==> config.mk <==
export PLATFORM = sky130hd
export DESIGN_NAME = crc16_modbus_packet_framer
export DESIGN_NICKNAME = d
export VERILOG_FILES = /design/src/rtl/c16f_pkg.sv /design/src/rtl/c16f_crc_fold.sv /design/src/rtl/crc16_modbus_packet_framer.sv
export SDC_FILE = /design/constraint.sdc
export NUM_CORES = 1
export LEC_CHECK = 0
export ABC_AREA = 1
export BUFFER_PORTS_ARGS = -buffer_cell sky130_fd_sc_hd__buf_2
export CAP_MARGIN = 20
export CORE_MARGIN = 1
export CORE_UTILIZATION = 25
export CTS_CLUSTER_DIAMETER = 100
export DETAILED_ROUTE_END_ITERATION = 8
export PLACE_DENSITY = 0.36
export SLEW_MARGIN = 20
export SYNTH_ARGS = -nofsm -noshare
export SYNTH_HDL_FRONTEND = slang
export SYNTH_HIERARCHICAL = 1
export SYNTH_SLANG_ARGS = --single-unit
==> constraint.sdc <==
create_clock -name aclk -period 3.9 [get_ports aclk]
set_input_delay 0.195 -clock aclk [delete_from_list [all_inputs] [get_ports aclk]]
set_output_delay 0.195 -clock aclk [all_outputs]
set_load 0.01 [all_outputs]
==> src/rtl/c16f_pkg.sv <==
// Shared constants and types for the CRC-16/MODBUS packet framer.
// No dependencies; used by c16f_crc_fold and crc16_modbus_packet_framer.
package c16f_pkg;

    // CRC-16/MODBUS: reflected polynomial, all-ones start, no final xor
    localparam logic [15:0] CRC_INIT = 16'hFFFF;
    localparam logic [15:0] CRC_POLY = 16'hA001;

    // frame header and trailer bytes
    localparam logic [7:0] HDR0 = 8'h66;
    localparam logic [7:0] HDR1 = 8'h68;
    localparam logic [7:0] TRL0 = 8'h5B;
    localparam logic [7:0] TRL1 = 8'h81;

    // length byte carries payload length plus the two CRC bytes
    localparam logic [7:0] LEN_ADJ = 8'd2;

    // position of the next byte to send within one input beat's output
    localparam logic [2:0] PH_HDR0   = 3'd0;
    localparam logic [2:0] PH_HDR1   = 3'd1;
    localparam logic [2:0] PH_LEN    = 3'd2;
    localparam logic [2:0] PH_BYTE   = 3'd3;
    localparam logic [2:0] PH_CRC_LO = 3'd4;
    localparam logic [2:0] PH_CRC_HI = 3'd5;
    localparam logic [2:0] PH_TRL0   = 3'd6;
    localparam logic [2:0] PH_TRL1   = 3'd7;

    // one accepted beat, held while its bytes are sent
    typedef struct packed {
        logic [7:0]  data;
        logic [7:0]  len_byte;
        logic [15:0] crc;
        logic        has_tail;
    } item_t;

endpackage

==> src/rtl/c16f_crc_fold.sv <==
// Folds one byte into a CRC-16/MODBUS register, bit by bit, LSB first.
// Depends on c16f_pkg for the polynomial.
module c16f_crc_fold (
    input  logic [15:0] crc_in,
    input  logic [7:0]  data_in,
    output logic [15:0] crc_out
);

    // eight shift/xor steps of the reflected CRC
    always_comb begin
        logic [15:0] c;
        c = crc_in ^ {8'd0, data_in};
        for (int k = 0; k < 8; k++) begin
            if (c[0]) begin
                c = (c >> 1) ^ c16f_pkg::CRC_POLY;
            end else begin
                c = c >> 1;
            end
        end
        crc_out = c;
    end

endmodule

==> src/rtl/crc16_modbus_packet_framer.sv <==
// CRC-16/MODBUS packet framer: payload beats in, framed byte stream out.
// An accepted beat waits in the item slot; its bytes leave one per cycle
// through the output byte register while the sink is ready, which sets
// this rate. A beat gives 1 byte, plus 3 on a packet's first beat (header)
// and 4 on its last (CRC and trailer). Reset (aresetn low, synchronous)
// empties both stages, clears in_frame and loads the CRC with 0xFFFF.
module crc16_modbus_packet_framer (
    input  logic       aclk,
    input  logic       aresetn,
    input  logic       s_valid,
    output logic       s_ready,
    input  logic [7:0] s_payload_byte,
    input  logic [7:0] s_payload_len,
    input  logic       s_last_byte,
    output logic       m_valid,
    input  logic       m_ready,
    output logic [7:0] m_out_byte,
    output logic       m_frame_end
);

    logic                 in_frame_reg, in_frame_next;
    logic [15:0]          crc_reg, crc_next;
    logic                 item_valid_reg, item_valid_next;
    c16f_pkg::item_t      item_reg, item_next;
    logic [2:0]           phase_reg, phase_next;
    logic                 out_valid_reg, out_valid_next;
    logic [7:0]           out_byte_reg, out_byte_next;
    logic                 out_end_reg, out_end_next;

    logic [15:0]          crc_base;
    logic [15:0]          crc_folded;
    logic                 accept;
    logic                 load_out;
    logic                 item_done;
    logic [7:0]           sel_byte;

    // CRC of the packet so far, restarted on a packet's first beat
    assign crc_base = in_frame_reg ? crc_reg : c16f_pkg::CRC_INIT;

    c16f_crc_fold u_fold (
        .crc_in  (crc_base),
        .data_in (s_payload_byte),
        .crc_out (crc_folded)
    );

    // handshake between the item slot and the output register
    assign item_done = (phase_reg == c16f_pkg::PH_TRL1) ||
                       ((phase_reg == c16f_pkg::PH_BYTE) && !item_reg.has_tail);
    assign load_out  = item_valid_reg && (!out_valid_reg || m_ready);
    assign s_ready   = !item_valid_reg || (load_out && item_done);
    assign accept    = s_valid && s_ready;

    // byte selected for the current phase
    always_comb begin
        unique case (phase_reg)
            c16f_pkg::PH_HDR0:   sel_byte = c16f_pkg::HDR0;
            c16f_pkg::PH_HDR1:   sel_byte = c16f_pkg::HDR1;
            c16f_pkg::PH_LEN:    sel_byte = item_reg.len_byte;
            c16f_pkg::PH_BYTE:   sel_byte = item_reg.data;
            c16f_pkg::PH_CRC_LO: sel_byte = item_reg.crc[7:0];
            c16f_pkg::PH_CRC_HI: sel_byte = item_reg.crc[15:8];
            c16f_pkg::PH_TRL0:   sel_byte = c16f_pkg::TRL0;
            c16f_pkg::PH_TRL1:   sel_byte = c16f_pkg::TRL1;
        endcase
    end

    // next-state logic
    always_comb begin
        in_frame_next   = in_frame_reg;
        crc_next        = crc_reg;
        item_valid_next = item_valid_reg;
        item_next       = item_reg;
        phase_next      = phase_reg;
        out_valid_next  = out_valid_reg;
        out_byte_next   = out_byte_reg;
        out_end_next    = out_end_reg;

        // item slot: take a new beat or step through the current one
        if (accept) begin
            item_valid_next    = 1'b1;
            item_next.data     = s_payload_byte;
            item_next.len_byte = s_payload_len + c16f_pkg::LEN_ADJ;
            item_next.crc      = crc_folded;
            item_next.has_tail = s_last_byte;
            phase_next         = in_frame_reg ? c16f_pkg::PH_BYTE : c16f_pkg::PH_HDR0;
            in_frame_next      = !s_last_byte;
            crc_next           = s_last_byte ? c16f_pkg::CRC_INIT : crc_folded;
        end else if (load_out) begin
            if (item_done) begin
                item_valid_next = 1'b0;
            end else begin
                phase_next = phase_reg + 3'd1;
            end
        end

        // output register
        if (load_out) begin
            out_valid_next = 1'b1;
            out_byte_next  = sel_byte;
            out_end_next   = (phase_reg == c16f_pkg::PH_TRL1);
        end else if (m_ready) begin
            out_valid_next = 1'b0;
        end
    end

    // registers: control cleared on reset, payload free-running
    always_ff @(posedge aclk) begin
        if (!aresetn) begin
            in_frame_reg   <= 1'b0;
            crc_reg        <= c16f_pkg::CRC_INIT;
            item_valid_reg <= 1'b0;
            phase_reg      <= c16f_pkg::PH_HDR0;
            out_valid_reg  <= 1'b0;
        end else begin
            in_frame_reg   <= in_frame_next;
            crc_reg        <= crc_next;
            item_valid_reg <= item_valid_next;
            phase_reg      <= phase_next;
            out_valid_reg  <= out_valid_next;
        end
        item_reg     <= item_next;
        out_byte_reg <= out_byte_next;
        out_end_reg  <= out_end_next;
    end

    assign m_valid     = out_valid_reg;
    assign m_out_byte  = out_byte_reg;
    assign m_frame_end = out_end_reg;

    // checks
    a_end_is_trailer: assert property (@(posedge aclk) disable iff (!aresetn)
        m_valid && m_frame_end |-> m_out_byte == c16f_pkg::TRL1)
        else $error("frame_end on a byte other than the trailer");

    a_last_restarts: assert property (@(posedge aclk) disable iff (!aresetn)
        accept && s_last_byte |=> !in_frame_reg && crc_reg == c16f_pkg::CRC_INIT)
        else $error("CRC or frame flag not restarted after last beat");

    a_no_tail_phase: assert property (@(posedge aclk) disable iff (!aresetn)
        item_valid_reg && !item_reg.has_tail |-> phase_reg <= c16f_pkg::PH_BYTE)
        else $error("tail phase reached on a beat without tail");

    a_ready_slot_free: assert property (@(posedge aclk) disable iff (!aresetn)
        s_ready && item_valid_reg |-> load_out && item_done)
        else $error("new beat taken while current beat still has bytes");

endmodule

; ---- Yosys cells after proc, flatten, opt, wreduce, memory -nomap -nowiden
; Index checks and enable logic that the tools add are counted.
[word_totals]
regBits = 64
output_inout_bits = 11
[op_classes]
n_addsub = 2
eq_ne = 8
mux = 20
bitwise = 9
n_reduce_logical = 17
[ops]
columns = op, count
row1 = $mux 16, 10
row2 = $pmux 8 s8, 1
row3 = $not 2->3, 8
row4 = $xor 16x8->16, 1
row5 = $eq 3x3->1 const B, 4
row6 = $mux 3, 3
row7 = $add 8x2->8 const B, 1
row8 = $eq 3x2->1 const B, 2
row9 = $reduce_bool 2->1, 3
row10 = $mux 1, 5
row11 = $logic_and 1x1->1, 4
row12 = $logic_not 1->1, 4
row13 = $reduce_and 2->1, 2
row14 = $add 3x1->3 const B, 1
row15 = $eq 3x1->1 const B, 1
row16 = $logic_not 3->1, 1
row17 = $logic_or 1x1->1, 3
row18 = $mux 2, 1
row19 = $ne 2x2->1 const B, 1

; ---- Depth between registers and ports, before layout
; Gate-level depths: netlist of the first run.
[depth]
word_depth = 19
ltp_mapped = 18
ltp_nobuf = 18

; ---- Hierarchy
; Netlist of the first run, hierarchy kept.
[modules_own_cells]
columns = mod, n_inst, cells_per_inst, area_each_um2
row1 = crc16_modbus_packet_framer, 1, 293, 2971.6
row2 = c16f_crc_fold, 1, 65, 445.4

; ---- Worst setup path after synthesis of the first run
; Ideal clock, no wire load.
[synth_path]
path_kind = register to register
startpoint = reg in_frame_reg
endpoint = reg crc_reg[0]
arrival_time_ns = 2.156
required_time_ns = 3.777
slack_ns = 1.621
stages_incl_launch_ff = 16
path_buffers = 2
synth_period_minus_slack_ns = 2.279
path_cell_list = dfxtp_1 -> clkbuf_1 -> clkbuf_1 -> nand2_1 -> xnor2_1 -> xnor2_1 -> inv_1 -> nand3_2 -> nand2_2 -> nand2_2 -> nand2_2 -> nand2_1 -> nand2_1 -> or2_2 -> nand3_1 -> nand3_1
[synth_via]
elab_chain_len = 12
word_cells_on_any_way = 19
cone_classes = mux (10) / bitwise (9)
[synth_lines]
columns = element, line
row1 = from (decl), crc16_modbus_packet_framer.sv:21  ; logic in_frame_reg, in_frame_next;
row2 = from (signal assigned), crc16_modbus_packet_framer.sv:115  ; in_frame_reg <= in_frame_next;
row3 = $mux 16 *, crc16_modbus_packet_framer.sv:38  ; assign crc_base = in_frame_reg ? crc_reg : c16f_pkg::CRC_INIT;
row4 = named net crc_base[5], crc16_modbus_packet_framer.sv:30  ; logic [15:0] crc_base;
row5 = $xor 16x8->16 *, c16f_crc_fold.sv:12  ; c = crc_in ^ {8'd0, data_in};
row6 = $mux 16 * (4 in a row), c16f_crc_fold.sv:14  ; if (c[0]) begin
row7 = $not 2->3 (no line), n/a
row8 = $mux 16 * (4 in a row), c16f_crc_fold.sv:14
row9 = named net crc_folded[0], crc16_modbus_packet_framer.sv:31  ; logic [15:0] crc_folded;
row10 = $mux 16 *, crc16_modbus_packet_framer.sv:87  ; crc_next = s_last_byte ? c16f_pkg::CRC_INIT : crc_folded;
row11 = to (signal assigned), crc16_modbus_packet_framer.sv:110  ; crc_reg <= c16f_pkg::CRC_INIT;
row12 = to (signal assigned), crc16_modbus_packet_framer.sv:116  ; crc_reg <= crc_next;
row13 = to (decl), crc16_modbus_packet_framer.sv:22  ; logic [15:0] crc_reg, crc_next;
; The timed path passes the listed nets; every way through them passes the cells marked *.
; A chain may end at the register's enable or synchronous reset.

; ---- Worst setup path in the final report of the first run
[layout_path]
startpoint = reg phase_reg[1]
endpoint = reg item_reg[17] (netlist bit), enable pin
[layout_via]
elab_chain_len = 6
word_cells_on_any_way = 7
cone_classes = eq/ne (2) / reduce/logical (5)
[layout_lines]
columns = element, line
row1 = from (decl), crc16_modbus_packet_framer.sv:25  ; logic [2:0] phase_reg, phase_next;
row2 = from (signal assigned), crc16_modbus_packet_framer.sv:112  ; phase_reg <= c16f_pkg::PH_HDR0;
row3 = from (signal assigned), crc16_modbus_packet_framer.sv:118  ; phase_reg <= phase_next;
row4 = $eq 3x2->1, crc16_modbus_packet_framer.sv:48  ; ((phase_reg == c16f_pkg::PH_BYTE) && !item_reg.has_tail);
row5 = $logic_and 1x1->1, crc16_modbus_packet_framer.sv:48
row6 = $logic_or 1x1->1 *, crc16_modbus_packet_framer.sv:47  ; assign item_done = (phase_reg == c16f_pkg::PH_TRL1) ||
row7 = $logic_and 1x1->1 *, crc16_modbus_packet_framer.sv:50  ; assign s_ready = !item_valid_reg || (load_out && item_done);
row8 = $logic_or 1x1->1 *, crc16_modbus_packet_framer.sv:50
row9 = $logic_and 1x1->1 *, crc16_modbus_packet_framer.sv:51  ; assign accept = s_valid && s_ready;
row10 = named net accept, crc16_modbus_packet_framer.sv:32  ; logic accept;
row11 = to (signal assigned), crc16_modbus_packet_framer.sv:121  ; item_reg <= item_next;
row12 = to (decl), crc16_modbus_packet_framer.sv:24  ; c16f_pkg::item_t item_reg, item_next;
; Marks and branches as above.

==> results of run 1 <==
==> report_power, final <==
part           leakage, nW  internal, mW  switching [mW]
logic                 1.04        0.0832           0.159
registers            0.567         0.785          0.0219
clock network        0.154         0.567           0.318
total                 1.76          1.43           0.498
==> routing by layer <==
metal | vias to the layer above | track usage | wire length (µm)
met5 | - | 0 | 0
met4 | 0 | 0.0475 | 197
met3 | 16 | 0.0321 | 249
met2 | 40 | 0.193 | 3660
met1 | 1077 | 0.158 | 3930
li1 | 1201 | - | -
==> placed cells by master (no fill, tap or decap), types with 2 or more instances in the layout <==
cell type	netlist	layout
or2_2	16	16
nand2_4	7	7
nand3_2	20	20
nor2_1	5	5
clkinvlp_4	0	2
a21oi_1	10	10
edfxtp_1	42	42
ha_1	7	7
nand2_2	11	11
a41oi_1	3	3
nand3_1	29	29
buf_2	1	31
inv_2	3	3
xor2_1	13	13
nand2_1	93	93
bufinv_16	0	2
xnor2_2	2	2
nand4_1	3	3
buf_4	6	3
dfxtp_1	22	22
xnor2_1	6	6
clkbuf_16	0	9
inv_1	41	41
==> final timing paths <==
kind,start,endpoint,slack (ns),cells after the start
worst min register to register,crc_reg[1]$_SDFFE_PN1P_,crc_reg[1]$_SDFFE_PN1P_,0.45,2
worst min-delay path,s_payload_len[0],item_reg[17]$_DFFE_PP_,0.04,1
worst max-delay path,phase_reg[1]$_SDFFE_PN0P_,item_reg[17]$_DFFE_PP_,1.29,9
worst max register to register,phase_reg[1]$_SDFFE_PN0P_,item_reg[17]$_DFFE_PP_,1.29,9
==> cells by family after synthesis <==
| group | count (synthesis) | share of synthesized area |
|---|---|---|
| AO/OA/AOI/OAI | 15 | 0.0264 |
| buffers and inverters | 62 | 0.0952 |
| XOR/XNOR | 21 | 0.0582 |
| adder cells (fa/ha/maj) | 7 | 0.0256 |
| flip-flops | 64 | 0.498 |
| AND/OR/NAND/NOR | 189 | 0.297 |
==> critical path: stages, from the launching register on <==
cell     delay, ns
dfxtp_1       0.42
ha_1          0.21
ha_1          0.46
nand2_4       0.09
nand2_4       0.08
nand2_2       0.05
nand2_2       0.41
nand2_2       0.09
inv_1         0.07
buf_4         0.37
==> synth_stat cells, types with 2 or more instances <==
cell	count
nor2_1	5
edfxtp_1	42
ha_1	7
nand2_2	11
nand3_1	29
inv_2	3
nand3_2	20
dfxtp_1	22
buf_6	5
nand4_1	3
or2_2	16
inv_1	41
nand2_1	93
xnor2_1	6
clkbuf_1	3
buf_4	6
a21oi_1	10
nand2_4	7
a41oi_1	3
xor2_1	13
xnor2_2	2
==> layout make-up <==
class | count | area, µm²
Timing Repair Buffer | 34 | 178
Multi-Input combinational cell | 232 | 1390
Clock inverter | 7 | 104
Inverter | 44 | 165
Clock buffer | 9 | 225
Fill cell | 1413 | 9310
Tap cell | 176 | 220
Sequential cell | 64 | 1700
==> results.yml, run 1 <==
route:
  drt_iter0_markers: 159
  wl_per_cell_um: 14.2
  wl_um: 8030
  drt-pass1-iter-count: 4
  final_antenna_net_count: 0
  vias: 2334
  via_per_inst: 4.12
  drc: 0
synthesis:
  synth_flop_cell: "edfxtp_1"
  ys_ff_latch: 64
  synth_edf_count: 42
  synth_cells: 358
  syn_nets: 386
  yosysWarnings: 6
  async_reset_ff_frac: 0
  synth_cell_types: 32
  netlist_area_um2: 3420
  synth_top_area_frac: 0.369
  synth_top_area_cell: "edfxtp_1"
  ys_seq_area_frac: 0.498
  syn_area_per_cell_um2: 9.54
  synthTopCellsByArea: "edfxtp_1, dfxtp_1, nand2_1, nand3_2, inv_1"
grt:
  grtUsageTotal: 0.122
  grt_pass1_vias: 2321
  antenna_found_initial: 0
  grt_max_degree: 35
  overflow: 0
  grt_pass1_wl_um: 12900
timing:
  setup_ws_ns: 1.29
  slew_viol_final: 0
  hold_slack_ns: 0.0399
  hold_viol: 0
  setup_viol: 0
  rsz0062_at_grt: "no"
  min_period_over_period: 0.670
  slew_headroom: 0.627
  period_needed_ns: 2.61
  tightest_slew_ns: 0.558
  fmax_ghz: 0.383
  fin_skew_ns: 0.00460
  fin_tns_setup_ns: 0
cells_and_area:
  layout-drive-gt1-share: 0.287
  final-instance-count-excl-fill: 566
  syn_to_final_growth_pct: 16.6
  largest_register_ff_count: 33
  utilization: 0.300
  diodes: 0
  fin_area_um2: 3980
  final_nets: 413
clock_tree:
  cts_buffers: 9
  cts.repair.resized: 0
  post_cts_buffers: 0
  worst_skew_pair.late_latency_ns: 0.33
  htreeDepth: 3
  clk_pin_slew_ns: 0.06
  ctsLongestPathBuffers: 2
  numClockSinks: 64
  cts_root_buf: "clkbuf_16"
  cts_tree: "done"
  hold_buffers: 0
pwr:
  powerDensity_nw_per_um2: 485
  irDropWorstVdd_uv: 183
  leakage_nw: 1.76
  total_power_mw: 1.93
setup_path:
  critPathMaxFanout: 34
  worst_setup_path_start_kind: "register"
  crit_required_ns: 3.88
  critPathKind: "reg -> reg"
  cp.arrival_ns: 2.59
  cp-end-kind: "register"
outcome:
  outcome: "completed"
placed_design:
  post-place-ws_ns: 1.25
  dpl_cell_area_um2: 3650
  dp_hpwl_um: 6000
  placedCellCount: 550
  place.gp.congestion: 0.797
  port_buffers: 31
floorplanning:
  io_pins: 32
  rows: 42
  die_h_um: 119
  dieArea_um2: 14100
  die_x_um: 119
  coreArea_um2: 13300
  start_util: 0.257
run:
  cap_violations: 0
min_path:
  hold_class: "in -> reg"
Power figures use the tool's default switching activity.
==> run 2, diff against run 1 <==
==> constraint.sdc (replaced) <==
create_clock -name aclk -period 2.63 [get_ports aclk]
set_input_delay 0.1315 -clock aclk [delete_from_list [all_inputs] [get_ports aclk]]
set_output_delay 0.1315 -clock aclk [all_outputs]
set_load 0.01 [all_outputs]
==> run 2 against run 1 <==
Effect of this change:
- sequential power increased by 49%
- sequential share of layout area decreased by 0.68 points
- utilization increased by 0.51 points
- design area increased by 1.7%
- die area unchanged
- non-clock buffer count increased by 3
- routed wire length decreased by 4.9%
- global-route usage decreased by 0.45 points
- critical path depth decreased by 1
- cell count increased by 0.35%
- largest power group unchanged
==> results.yml, run 2 (same netlist as run 1, synthesis figures left out) <==
setup_path:
  crit_required_ns: 2.50
  cp-end-kind: "output port"
  critPathKind: "reg -> out"
  cp.arrival_ns: 2.19
  rrSetupSlack_ns: 0.36
  critPathMaxFanout: 16
  worst_setup_path_start_kind: "register"
cells_and_area:
  final-instance-count-excl-fill: 568
  fill_cells: 1405
  fin_area_um2: 4050
  largest_register_ff_count: 33
  multiInputGateArea_um2: 1390
  diodes: 0
  layout-drive-gt1-share: 0.288
  final_nets: 416
  utilization: 0.305
  regArea_um2: 1700
  layout_common_cells: "nand2_1, edfxtp_1, inv_1"
  syn_to_final_growth_pct: 18.6
  layout_commonest_cell: "nand2_1"
timing:
  slew_headroom: 0.641
  min_period_over_period: 0.884
  tightest_slew_ns: 0.536
  fmax_ghz: 0.430
  fin_tns_setup_ns: 0
  hold_viol: 0
  fin_skew_ns: 0.00612
  rsz0062_at_grt: "no"
  period_needed_ns: 2.33
  slew_viol_final: 0
  setup_viol: 0
placed_design:
  dpl_cell_area_um2: 3680
  dp_hpwl_um: 5910
  port_buffers: 31
  placedCellCount: 552
  place.gp.congestion: 0.777
clock_tree:
  cts_buffers: 9
  ctsLongestPathBuffers: 2
  worst_skew_pair.late_latency_ns: 0.32
  numClockSinks: 64
  htreeDepth: 3
  clk_pin_slew_ns: 0.05
  cts_tree: "done"
  cts_root_buf: "clkbuf_16"
route:
  wl_per_cell_um: 13.4
  drt_iter0_markers: 154
  via_per_inst: 4.08
  final_antenna_net_count: 0
  wl_um: 7640
  drc: 0
  drt-pass1-iter-count: 4
  vias: 2320
floorplanning:
  die_x_um: 119
  coreArea_um2: 13300
  rows: 42
  start_util: 0.257
  dieArea_um2: 14100
  io_pins: 32
  die_h_um: 119
pwr:
  powerDensity_nw_per_um2: 739
  total_power_mw: 2.99
  irDropWorstVdd_uv: 330
  leakage_nw: 1.80
run:
  cap_violations: 0
grt:
  overflow: 0
  grt-busiest-layer: "met2"
  use_met1: 0.156
  grtUsageTotal: 0.117
  met3_usage: 0.0311
  grt_pass1_wl_um: 12400
  antenna_found_initial: 0
  met2_usage: 0.182
  grt_pass1_vias: 2281
  grt_max_degree: 35
min_path:
  hold_class: "in -> reg"
outcome:
  outcome: "completed"
[run 2: worst paths after layout]
kind	from	endpoint	cells after the start
setup / recovery	phase_reg[1]$_SDFFE_PN0P_	s_ready	8
hold / removal	s_payload_byte[4]	item_reg[29]$_DFFE_PP_	1
setup reg to reg	in_frame_reg$_SDFFE_PN0P_	crc_reg[0]$_SDFFE_PN1P_	11
hold reg to reg	crc_reg[5]$_SDFFE_PN1P_	crc_reg[5]$_SDFFE_PN1P_	2
[run 2: final cells by class]
type / count / area share
Clock buffer: 9 / 0.0556
Clock inverter: 6 / 0.0327
Tap cell: 176 / 0.0544
Multi-Input combinational cell: 232 / 0.343
Sequential cell: 64 / 0.420
Inverter: 44 / 0.0408
Timing Repair Buffer: 37 / 0.0531
[run 2: critical path, cell delays in order, from the launching register on]
cell     delay [ns]
dfxtp_1        0.41
ha_1           0.21
ha_1           0.46
nand2_4        0.09
nand2_4        0.08
nand2_2        0.05
nand2_2        0.12
buf_4          0.27
buf_2          0.18
[run 2: what timing repair did]
| action | in CTS | in global routing |
|---|---|---|
| hold buffers | 1 | 0 |
| hold endpoints to repair | 1 | 0 |
| gates resized for setup | 0 | 1 |
| buffers inserted | 0 | 0 |
| endpoints found under the setup margin | 0 | 1 |
[run 2: power breakdown]
part	internal (mW)	switching [mW]	total, mW
sequential	1.16	0.0322	1.20
combinational	0.130	0.230	0.360
clock	1.01	0.424	1.44
[run 2: per-stage QoR]
step	setup WS [ns]	hold slack, ns
4_1_cts	0.173	0.0351
3_5_place_dp	0.207	0.314
2_1_floorplan	0.351	0.230
5_1_grt	0.122	0.0329
3_3_place_gp	0.183	0.311
6_report	0.305	0.0376
[run 2: metal layers]
layer	part of all wire	up-vias	routed length, µm
met2	0.45	37	3440
met3	0.033	11	250
li1	-	1205	-
met4	0.017	0	133
met5	0	-	0
met1	0.50	1067	3810
